===== src/design/lfs_pkg.sv =====
// Shared types and constants for the line follower steering block.
package lfs_pkg;

    localparam int SPEED_W = 7;
    localparam int GAIN_W  = 8;
    localparam int TICK_W  = 10;
    localparam int OUT_W   = 8;
    localparam int ERR_W   = 4;
    localparam int SENS_W  = 5;
    localparam int CIDX_W  = 3;
    localparam int CDATA_W = 10;

    localparam logic [SPEED_W-1:0] CRUISE_SPEED_RST   = 7'd30;
    localparam logic [GAIN_W-1:0]  STEER_GAIN_RST     = 8'd16;
    localparam logic [SPEED_W-1:0] SPEED_LIMIT_RST    = 7'd40;
    localparam logic [TICK_W-1:0]  STRAIGHT_TICKS_RST = 10'd20;
    localparam logic [TICK_W-1:0]  TURN_TICKS_RST     = 10'd40;
    localparam logic [SPEED_W-1:0] FAST_SPEED_RST     = 7'd30;
    localparam logic [SPEED_W-1:0] REVERSE_SPEED_RST  = 7'd20;

    typedef enum logic [CIDX_W-1:0] {
        CFG_CRUISE_SPEED   = 3'd0,
        CFG_STEER_GAIN     = 3'd1,
        CFG_SPEED_LIMIT    = 3'd2,
        CFG_STRAIGHT_TICKS = 3'd3,
        CFG_TURN_TICKS     = 3'd4,
        CFG_FAST_SPEED     = 3'd5,
        CFG_REVERSE_SPEED  = 3'd6
    } t_cfg_idx;

    typedef enum logic [2:0] {
        PH_TRACK    = 3'b001,
        PH_STRAIGHT = 3'b010,
        PH_SPIN     = 3'b100
    } t_phase;

    typedef struct packed {
        logic [SPEED_W-1:0] cruise_speed;
        logic [GAIN_W-1:0]  steer_gain;
        logic [SPEED_W-1:0] speed_limit;
        logic [TICK_W-1:0]  straight_ticks;
        logic [TICK_W-1:0]  turn_ticks;
        logic [SPEED_W-1:0] fast_speed;
        logic [SPEED_W-1:0] reverse_speed;
    } t_cfg;

    typedef struct packed {
        logic                    corner;
        logic                    corner_left;
        logic                    none_dark;
        logic signed [ERR_W-1:0] err_new;
        logic [OUT_W-1:0]        left_speed;
        logic [OUT_W-1:0]        right_speed;
    } t_steer;

    typedef struct packed {
        logic [OUT_W-1:0] left_speed;
        logic [OUT_W-1:0] right_speed;
    } t_speeds;

endpackage


===== src/design/lfs_cfg_regs.sv =====
// Configuration register file for the steering block.
module lfs_cfg_regs (
    input  logic                          i_clk,
    input  logic                          i_rst_n,
    input  logic                          i_wr_en,
    input  logic [lfs_pkg::CIDX_W-1:0]    i_wr_index,
    input  logic [lfs_pkg::CDATA_W-1:0]   i_wr_data,
    output lfs_pkg::t_cfg                 o_cfg
);

    lfs_pkg::t_cfg r_cfg;
    lfs_pkg::t_cfg n_cfg;

    always_comb begin
        n_cfg = r_cfg;
        if (i_wr_en) begin
            unique case (lfs_pkg::t_cfg_idx'(i_wr_index))
                lfs_pkg::CFG_CRUISE_SPEED: begin
                    n_cfg.cruise_speed = i_wr_data[lfs_pkg::SPEED_W-1:0];
                end
                lfs_pkg::CFG_STEER_GAIN: begin
                    n_cfg.steer_gain = i_wr_data[lfs_pkg::GAIN_W-1:0];
                end
                lfs_pkg::CFG_SPEED_LIMIT: begin
                    n_cfg.speed_limit = i_wr_data[lfs_pkg::SPEED_W-1:0];
                end
                lfs_pkg::CFG_STRAIGHT_TICKS: begin
                    n_cfg.straight_ticks = i_wr_data[lfs_pkg::TICK_W-1:0];
                end
                lfs_pkg::CFG_TURN_TICKS: begin
                    n_cfg.turn_ticks = i_wr_data[lfs_pkg::TICK_W-1:0];
                end
                lfs_pkg::CFG_FAST_SPEED: begin
                    n_cfg.fast_speed = i_wr_data[lfs_pkg::SPEED_W-1:0];
                end
                lfs_pkg::CFG_REVERSE_SPEED: begin
                    n_cfg.reverse_speed = i_wr_data[lfs_pkg::SPEED_W-1:0];
                end
                default: begin
                end
            endcase
        end
    end

    always_ff @(posedge i_clk) begin
        if (!i_rst_n) begin
            r_cfg.cruise_speed   <= lfs_pkg::CRUISE_SPEED_RST;
            r_cfg.steer_gain     <= lfs_pkg::STEER_GAIN_RST;
            r_cfg.speed_limit    <= lfs_pkg::SPEED_LIMIT_RST;
            r_cfg.straight_ticks <= lfs_pkg::STRAIGHT_TICKS_RST;
            r_cfg.turn_ticks     <= lfs_pkg::TURN_TICKS_RST;
            r_cfg.fast_speed     <= lfs_pkg::FAST_SPEED_RST;
            r_cfg.reverse_speed  <= lfs_pkg::REVERSE_SPEED_RST;
        end else begin
            r_cfg <= n_cfg;
        end
    end

    assign o_cfg = r_cfg;

endmodule


===== src/design/lfs_steer.sv =====
// Tracking datapath: corner detect, weighted line error, proportional wheel speeds.
module lfs_steer (
    input  logic [lfs_pkg::SENS_W-1:0]       i_line_sensors,
    input  logic signed [lfs_pkg::ERR_W-1:0] i_held_error,
    input  lfs_pkg::t_cfg                    i_cfg,
    output lfs_pkg::t_steer                  o_steer
);

    logic [lfs_pkg::SENS_W-1:0]       dark;
    logic signed [lfs_pkg::ERR_W-1:0] err_new;
    logic signed [lfs_pkg::ERR_W-1:0] err_use;
    logic signed [lfs_pkg::ERR_W-1:0] err_neg;
    logic [2:0]                       err_mag;
    logic [10:0]                      prod;
    logic signed [8:0]                corr;
    logic signed [8:0]                base_s;
    logic signed [8:0]                lim_s;
    logic signed [8:0]                left_raw;
    logic signed [8:0]                right_raw;

    function automatic logic [lfs_pkg::OUT_W-1:0] clamp_mag(
        input logic signed [8:0] v,
        input logic signed [8:0] lim
    );
        logic signed [8:0] r;
        r = v;
        if (v > lim) begin
            r = lim;
        end else if (v < -lim) begin
            r = -lim;
        end
        return r[lfs_pkg::OUT_W-1:0];
    endfunction

    always_comb begin
        dark    = ~i_line_sensors;
        err_new = (dark[4] ? 4'sd4 : 4'sd0) + (dark[3] ? 4'sd2 : 4'sd0)
                - (dark[1] ? 4'sd2 : 4'sd0) - (dark[0] ? 4'sd4 : 4'sd0);
        err_use = (dark == '0) ? i_held_error : err_new;
        err_neg = -err_use;
        err_mag = err_use[lfs_pkg::ERR_W-1] ? err_neg[2:0] : err_use[2:0];
        prod    = 11'(err_mag) * 11'(i_cfg.steer_gain);
        corr    = err_use[lfs_pkg::ERR_W-1] ? -$signed({2'b00, prod[10:4]})
                                            : $signed({2'b00, prod[10:4]});
        base_s    = $signed({2'b00, i_cfg.cruise_speed});
        lim_s     = $signed({2'b00, i_cfg.speed_limit});
        left_raw  = base_s + corr;
        right_raw = base_s - corr;

        o_steer.corner_left = dark[0] & dark[1];
        o_steer.corner      = (dark[0] & dark[1]) | (dark[3] & dark[4]);
        o_steer.none_dark   = (dark == '0);
        o_steer.err_new     = err_new;
        o_steer.left_speed  = clamp_mag(left_raw, lim_s);
        o_steer.right_speed = clamp_mag(right_raw, lim_s);
    end

endmodule


===== src/design/lfs_out_buf.sv =====
// Two-entry result buffer: output register plus skid register.
module lfs_out_buf (
    input  logic             i_clk,
    input  logic             i_rst_n,
    input  logic             i_push,
    input  lfs_pkg::t_speeds i_data,
    output logic             o_space,
    output logic             o_valid,
    input  logic             i_ready,
    output lfs_pkg::t_speeds o_data
);

    logic             r_out_valid;
    logic             r_skid_valid;
    lfs_pkg::t_speeds r_out;
    lfs_pkg::t_speeds r_skid;
    logic             pop;

    assign pop     = r_out_valid & i_ready;
    assign o_space = ~r_skid_valid;
    assign o_valid = r_out_valid;
    assign o_data  = r_out;

    always_ff @(posedge i_clk) begin
        if (!i_rst_n) begin
            r_out_valid  <= 1'b0;
            r_skid_valid <= 1'b0;
        end else if (pop || !r_out_valid) begin
            r_out_valid  <= r_skid_valid | i_push;
            r_skid_valid <= r_skid_valid & i_push;
        end else if (i_push) begin
            r_skid_valid <= 1'b1;
        end
    end

    always_ff @(posedge i_clk) begin
        if (pop || !r_out_valid) begin
            r_out <= r_skid_valid ? r_skid : i_data;
            if (i_push) begin
                r_skid <= i_data;
            end
        end else if (i_push) begin
            r_skid <= i_data;
        end
    end

    a_skid_needs_out: assert property (@(posedge i_clk) disable iff (!i_rst_n)
        r_skid_valid |-> r_out_valid)
        else $error("skid beat held without an output beat");

    a_no_overflow: assert property (@(posedge i_clk) disable iff (!i_rst_n)
        (r_skid_valid && !pop) |-> !i_push)
        else $error("push into a full result buffer");

endmodule


===== src/design/line_follow_steering_fsm_unit.sv =====
// Line follower steering controller top level: phase sequencer and result path.
// The two-entry result buffer registers each result beat and decouples output stalls.
// Throughput: one input beat per cycle while the buffer's skid register is empty.
// A tracking-phase corner beat produces no result; every other beat produces exactly one.
// Reset (i_rst_n low, synchronous): tracking phase, countdown and held error cleared,
// configuration registers to defaults, result buffer emptied.
module line_follow_steering_fsm_unit (
    input  logic                                i_clk,
    input  logic                                i_rst_n,
    input  logic                                i_cfg_valid,
    output logic                                o_cfg_ready,
    input  logic [lfs_pkg::CIDX_W-1:0]          i_cfg_index,
    input  logic [lfs_pkg::CDATA_W-1:0]         i_cfg_data,
    input  logic                                i_valid,
    output logic                                o_ready,
    input  logic [lfs_pkg::SENS_W-1:0]          i_line_sensors,
    output logic                                o_valid,
    input  logic                                i_ready,
    output logic signed [lfs_pkg::OUT_W-1:0]    o_left_speed,
    output logic signed [lfs_pkg::OUT_W-1:0]    o_right_speed
);

    lfs_pkg::t_cfg   cfg;
    lfs_pkg::t_steer steer;
    lfs_pkg::t_speeds push_data;
    lfs_pkg::t_speeds out_data;

    lfs_pkg::t_phase                  r_phase, n_phase;
    logic [lfs_pkg::TICK_W-1:0]       r_countdown, n_countdown;
    logic                             r_turn_left, n_turn_left;
    logic signed [lfs_pkg::ERR_W-1:0] r_held_error, n_held_error;

    logic accept;
    logic push;
    logic cnt_last;
    logic buf_space;
    logic [lfs_pkg::OUT_W-1:0] fast_w;
    logic [lfs_pkg::OUT_W-1:0] rev_neg;

    assign o_cfg_ready = 1'b1;

    lfs_cfg_regs u_cfg (
        .i_clk      (i_clk),
        .i_rst_n    (i_rst_n),
        .i_wr_en    (i_cfg_valid & o_cfg_ready),
        .i_wr_index (i_cfg_index),
        .i_wr_data  (i_cfg_data),
        .o_cfg      (cfg)
    );

    lfs_steer u_steer (
        .i_line_sensors (i_line_sensors),
        .i_held_error   (r_held_error),
        .i_cfg          (cfg),
        .o_steer        (steer)
    );

    assign o_ready  = buf_space;
    assign accept   = i_valid & o_ready;
    assign cnt_last = (r_countdown[lfs_pkg::TICK_W-1:1] == '0);
    assign fast_w   = {1'b0, cfg.fast_speed};
    assign rev_neg  = lfs_pkg::OUT_W'(0) - {1'b0, cfg.reverse_speed};

    always_comb begin
        n_phase      = r_phase;
        n_countdown  = r_countdown;
        n_turn_left  = r_turn_left;
        n_held_error = r_held_error;
        push         = 1'b0;
        push_data.left_speed  = fast_w;
        push_data.right_speed = fast_w;
        if (accept) begin
            unique case (r_phase)
                lfs_pkg::PH_STRAIGHT: begin
                    push = 1'b1;
                    if (cnt_last) begin
                        n_phase     = lfs_pkg::PH_SPIN;
                        n_countdown = cfg.turn_ticks;
                    end else begin
                        n_countdown = r_countdown - 1'b1;
                    end
                end
                lfs_pkg::PH_SPIN: begin
                    push = 1'b1;
                    if (r_turn_left) begin
                        push_data.left_speed = rev_neg;
                    end else begin
                        push_data.right_speed = rev_neg;
                    end
                    if (cnt_last) begin
                        n_phase      = lfs_pkg::PH_TRACK;
                        n_countdown  = '0;
                        n_held_error = '0;
                    end else begin
                        n_countdown = r_countdown - 1'b1;
                    end
                end
                default: begin
                    if (steer.corner) begin
                        n_turn_left = steer.corner_left;
                        n_phase     = lfs_pkg::PH_STRAIGHT;
                        n_countdown = cfg.straight_ticks;
                    end else begin
                        push = 1'b1;
                        push_data.left_speed  = steer.left_speed;
                        push_data.right_speed = steer.right_speed;
                        if (!steer.none_dark) begin
                            n_held_error = steer.err_new;
                        end
                    end
                end
            endcase
        end
    end

    always_ff @(posedge i_clk) begin
        if (!i_rst_n) begin
            r_phase      <= lfs_pkg::PH_TRACK;
            r_countdown  <= '0;
            r_turn_left  <= 1'b0;
            r_held_error <= '0;
        end else begin
            r_phase      <= n_phase;
            r_countdown  <= n_countdown;
            r_turn_left  <= n_turn_left;
            r_held_error <= n_held_error;
        end
    end

    lfs_out_buf u_out (
        .i_clk   (i_clk),
        .i_rst_n (i_rst_n),
        .i_push  (push),
        .i_data  (push_data),
        .o_space (buf_space),
        .o_valid (o_valid),
        .i_ready (i_ready),
        .o_data  (out_data)
    );

    assign o_left_speed  = out_data.left_speed;
    assign o_right_speed = out_data.right_speed;

    a_corner_to_straight: assert property (@(posedge i_clk) disable iff (!i_rst_n)
        (accept && r_phase == lfs_pkg::PH_TRACK && steer.corner)
        |=> (r_phase == lfs_pkg::PH_STRAIGHT && r_countdown == $past(cfg.straight_ticks)))
        else $error("corner did not start the straight phase");

    a_straight_to_spin: assert property (@(posedge i_clk) disable iff (!i_rst_n)
        (accept && r_phase == lfs_pkg::PH_STRAIGHT && cnt_last)
        |=> (r_phase == lfs_pkg::PH_SPIN && r_countdown == $past(cfg.turn_ticks)))
        else $error("straight phase did not hand over to spin");

    a_spin_end_clears: assert property (@(posedge i_clk) disable iff (!i_rst_n)
        (accept && r_phase == lfs_pkg::PH_SPIN && cnt_last)
        |=> (r_phase == lfs_pkg::PH_TRACK && r_held_error == '0))
        else $error("spin end did not return to tracking with cleared error");

    a_held_error_range: assert property (@(posedge i_clk) disable iff (!i_rst_n)
        (r_held_error <= 4'sd4) && (r_held_error >= -4'sd4))
        else $error("held error out of range");

endmodule

===== config.mk =====
export PLATFORM = sky130hd
export DESIGN_NAME = line_follow_steering_fsm_unit
export DESIGN_NICKNAME = d
export VERILOG_FILES = /design/src/design/lfs_pkg.sv /design/src/design/lfs_cfg_regs.sv /design/src/design/lfs_steer.sv /design/src/design/lfs_out_buf.sv /design/src/design/line_follow_steering_fsm_unit.sv
export SDC_FILE = /design/constraint.sdc
export NUM_CORES = 1
export LEC_CHECK = 0
export ABC_AREA = 1
export ABC_CLOCK_PERIOD_IN_PS = 9500
export BUFFER_PORTS_ARGS = -buffer_cell sky130_fd_sc_hd__buf_2
export CAP_MARGIN = 20
export CORE_MARGIN = 2
export CORE_UTILIZATION = 39
export DETAILED_ROUTE_END_ITERATION = 7
export GPL_TIMING_DRIVEN = 0
export PLACE_DENSITY = 0.54
export SYNTH_ARGS = -nofsm -noshare
export SYNTH_HDL_FRONTEND = slang
export SYNTH_SLANG_ARGS = --single-unit

===== constraint.sdc =====
create_clock -name i_clk -period 9.5 [get_ports i_clk]
set_input_delay 0.95 -clock i_clk [delete_from_list [all_inputs] [get_ports i_clk]]
set_output_delay 0.95 -clock i_clk [all_outputs]
set_load 0.01 [all_outputs]

==> key figures <==
Outcome
  • Status: complete, no violations

Floorplan
  • Die width: 146 um
  • Initial core utilization: 40.1%
  • Core area: 0.0196 sq mm
  • Die Area: 0.0213 sq mm
  • Rows: 51
  • Die Y: 146 um
  • IO Pins: 42

Worst setup path
  • Worst Setup End Kind: flip-flop
  • WP data arrival: 8770 ps
  • Required @ worst endpoint: 9620 ps
  • Crit Path Category: input port to flip-flop
  • CP max stage delay: 530 ps
  • Cell repeated most along the worst path: nand2_1
  • CP top delay family: simple AND/OR/NAND/NOR gates
  • Max FO, Critical Path: 10
  • Startpoint Class: input port
  • Crit path buffers/inverters: 9
  • Slowest cell on the critical path: fa_1

Job
  • Max-Cap Viols: 0

Power
  • P_leak: 4.22 nW
  • Worst VDD drop: 92.5 uV
  • Combinational share of power: 44.1%
  • P_sw: 0.000673 W
  • Total Power: 0.00168 W
  • P_int: 0.00101 W
  • Register share of total power: 31.7%
  • PD cells: 193 mW/mm^2
  • Switch share: 40.0%
  • Clock share of power: 24.2%

Global routing
  • Vias in the first global route: 6768
  • Total grt overflow: 0
  • Largest net degree at the start of global routing: 19
  • GRT Overall Usage: 19.8%
  • First-pass GRT wire length: 34100 um
  • Antenna violations before repair: 0

Yosys
  • Sequential share of the synthesized area: 31.6%
  • Largest family of logic cells by synthesized area: simple AND/OR/NAND/NOR gates
  • Area fraction of the dominant cell type after synthesis: 19.4%
  • Main area contributors after synthesis: dfxtp_1, nand2_1, edfxtp_1
  • Synth Area in Simple Gates: 29.9%
  • Synth Area in XOR/XNOR: 3.46%
  • Adder-Cell Fraction of Synth Area: 11.6%
  • Top-count cell post-synth: nand2_1
  • Avg Cell Area, Syn: 7.09 sq um
  • Count of cell types in the netlist: 49
  • Post-synth ARST share: 0%
  • Yosys reg bits: 108
  • Post-Syn Area: 0.00785 sq mm
  • Dominant synthesized flop cell: dfxtp_1
  • Yosys top cell by area: dfxtp_1
  • Post-synth EDFFs: 32
  • Syn nets: 1197
  • Warnings from Yosys: 0
  • Mux cell area share after synthesis: 0%
  • Synth cell count leaders: nand2_1, inv_1, nor2_1
  • Compound-Gate Fraction of Synth Area: 15.2%
  • Syn Inst Count: 1106

Timing
  • Pins Over Slew Limit: 0
  • Period utilization: 91.0%
  • Slew HR: 34.8%
  • Worst slew pin tran: 978 ps
  • Shortest period the worst path allows: 8650 ps
  • Fin Setup TNS: 0 ps
  • RSZ-0062 raised after global routing: false
  • Setup violations, final: 0
  • Hold WS: 463 ps
  • Fin. Hold Viols: 0
  • Max Fclk: 116 MHz
  • Clock Skew: 11.7 ps

Final layout
  • Layout cell share with drive strength beyond 1: 9.29%
  • # diodes: 0
  • Design area: 0.00873 sq mm
  • Area delta synth->final: 11.2%
  • Layout Cells excl Fill: 1427
  • Final #Nets: 1248

Detailed routing
  • DRT Pass-1 Iters: 5
  • Detailed Route Iter0 Violations: 556
  • Post-Route WL: 21000 um
  • Vias per cell: 5.00
  • Final ANT Viol Nets: 0
  • Via count: 7131
  • Residual DRC count: 0
  • WL per Instance: 14.7 um

Min path
  • Hold crit path type: flip-flop to flip-flop

Placed design
  • Number of port buffers: 39
  • RePlAce Congestion: 0.848
  • Dpl hpwl: 16500 um
  • Placed cells: 1410
  • Placed Area: 0.00837 sq mm

CTS
  • CTS Root Cell: clkbuf_16
  • TritonCTS buffer count: 9
  • Post-CTS Hold Fix Bufs: 0
  • CTS tree: done
  • H-tree depth: 3
  • Clock latency on the worst-skew pair: 360 ps
  • CTS max path bufs: 2
  • Sinks on Clock Net: 108
  • Reg clk slew, reported paths: 70 ps
[cells by family after synthesis]
family | count (synthesis)
adder cells (fa/ha/maj) | 68
AND/OR/NAND/NOR | 529
flip-flops | 108
XOR/XNOR | 31
AO/OA/AOI/OAI | 200
buffers and inverters | 169
other | 1
[power groups by stage]
stage	sequential (W)	combinational, W	clock, W
floorplan	0.000552	0.000534	0
global placement	0.000544	0.000724	0
finish	0.000534	0.000743	0.000407
detailed placement	0.000545	0.000732	0
CTS	0.000534	0.000736	0.000417
global route	0.000538	0.000845	0.000433
[per-stage QoR]
step | worst slack, ps | util [%]
2_1_floorplan | 1520 | -
3_3_place_gp | 28.1 | 42.7
3_5_place_dp | -41.4 | 42.7
4_1_cts | 294 | 44.4
5_1_grt | 42.9 | 44.5
6_report | 853 | 44.5
[flip-flops by register name (all words and copies together) (netlist names)]
register	count
u_out.r_skid	16
r_held_error	4
r_phase	3
u_out.r_skid_valid	1
u_out.o_valid	1
r_countdown	10
u_cfg.o_cfg	56
r_turn_left	1
u_out.o_data	16
[metal layers]
layer | track usage (%) | share of wire, % | vias to the layer above
met5 | 0 | 0 | -
met4 | 6.13 | 2.3 | 0
met3 | 3.35 | 3.6 | 36
met2 | 32.8 | 45 | 130
met1 | 26.5 | 49 | 3205
li1 | - | - | 3760
[worst paths after layout]
check	from	end	slack, ps	cells past startpoint
worst min register to register	u_cfg.o_cfg[19]$_SDFFE_PN1P_	u_cfg.o_cfg[19]$_SDFFE_PN1P_	460	2
worst max register to register	r_held_error[3]$_SDFFE_PN0P_	u_out.o_data[10]$_DFFE_PN_	1710	46
worst min-delay path	u_cfg.o_cfg[19]$_SDFFE_PN1P_	u_cfg.o_cfg[19]$_SDFFE_PN1P_	460	2
worst max-delay path	i_line_sensors[0]	u_out.o_data[10]$_DFFE_PN_	850	51
[worst reg2reg max path, delay by kind of cell, from the launching register on]
kind / cells / cell delay (ps)
simple gates: 22 / 2410
compound gates: 10 / 1950
fa+ha+maj: 5 / 1940
buf+inv: 8 / 740
flops: 1 / 370
xor+xnor: 1 / 130
[cells in the final DEF (no fill, tap or decap), types with 5 or more instances in the layout]
master,instances
inv_1,139
o21ai_0,74
nand3_1,58
fa_1,8
o211ai_1,22
nand2_2,17
buf_2,43
clkbuf_1,20
nor2_1,108
clkbuf_16,9
nor3_1,14
xnor2_1,6
xor2_1,24
nand4_1,5
ha_1,60
a21oi_1,58
nand2_1,295
a221oi_1,11
edfxtp_1,32
nand2_4,6
nand3_2,7
dfxtp_1,76
[cell type report]
| class | count | area [sq um] |
|---|---|---|
| multi-input cells | 829 | 4740 |
| inverters | 143 | 537 |
| well taps | 265 | 332 |
| clock buffers | 9 | 225 |
| plain buffers | 26 | 106 |
| clock inverters | 7 | 96.3 |
| flip-flops and latches | 108 | 2480 |
| fillers | 2073 | 10900 |
| repair buffers | 40 | 203 |
[timing repair]
action                                  4_1_cts  5_1_grt
buffers inserted                              0        1
endpoints found under the setup margin        0       16
gates resized for setup                       0        5
(Power assumes the default switching activity.)
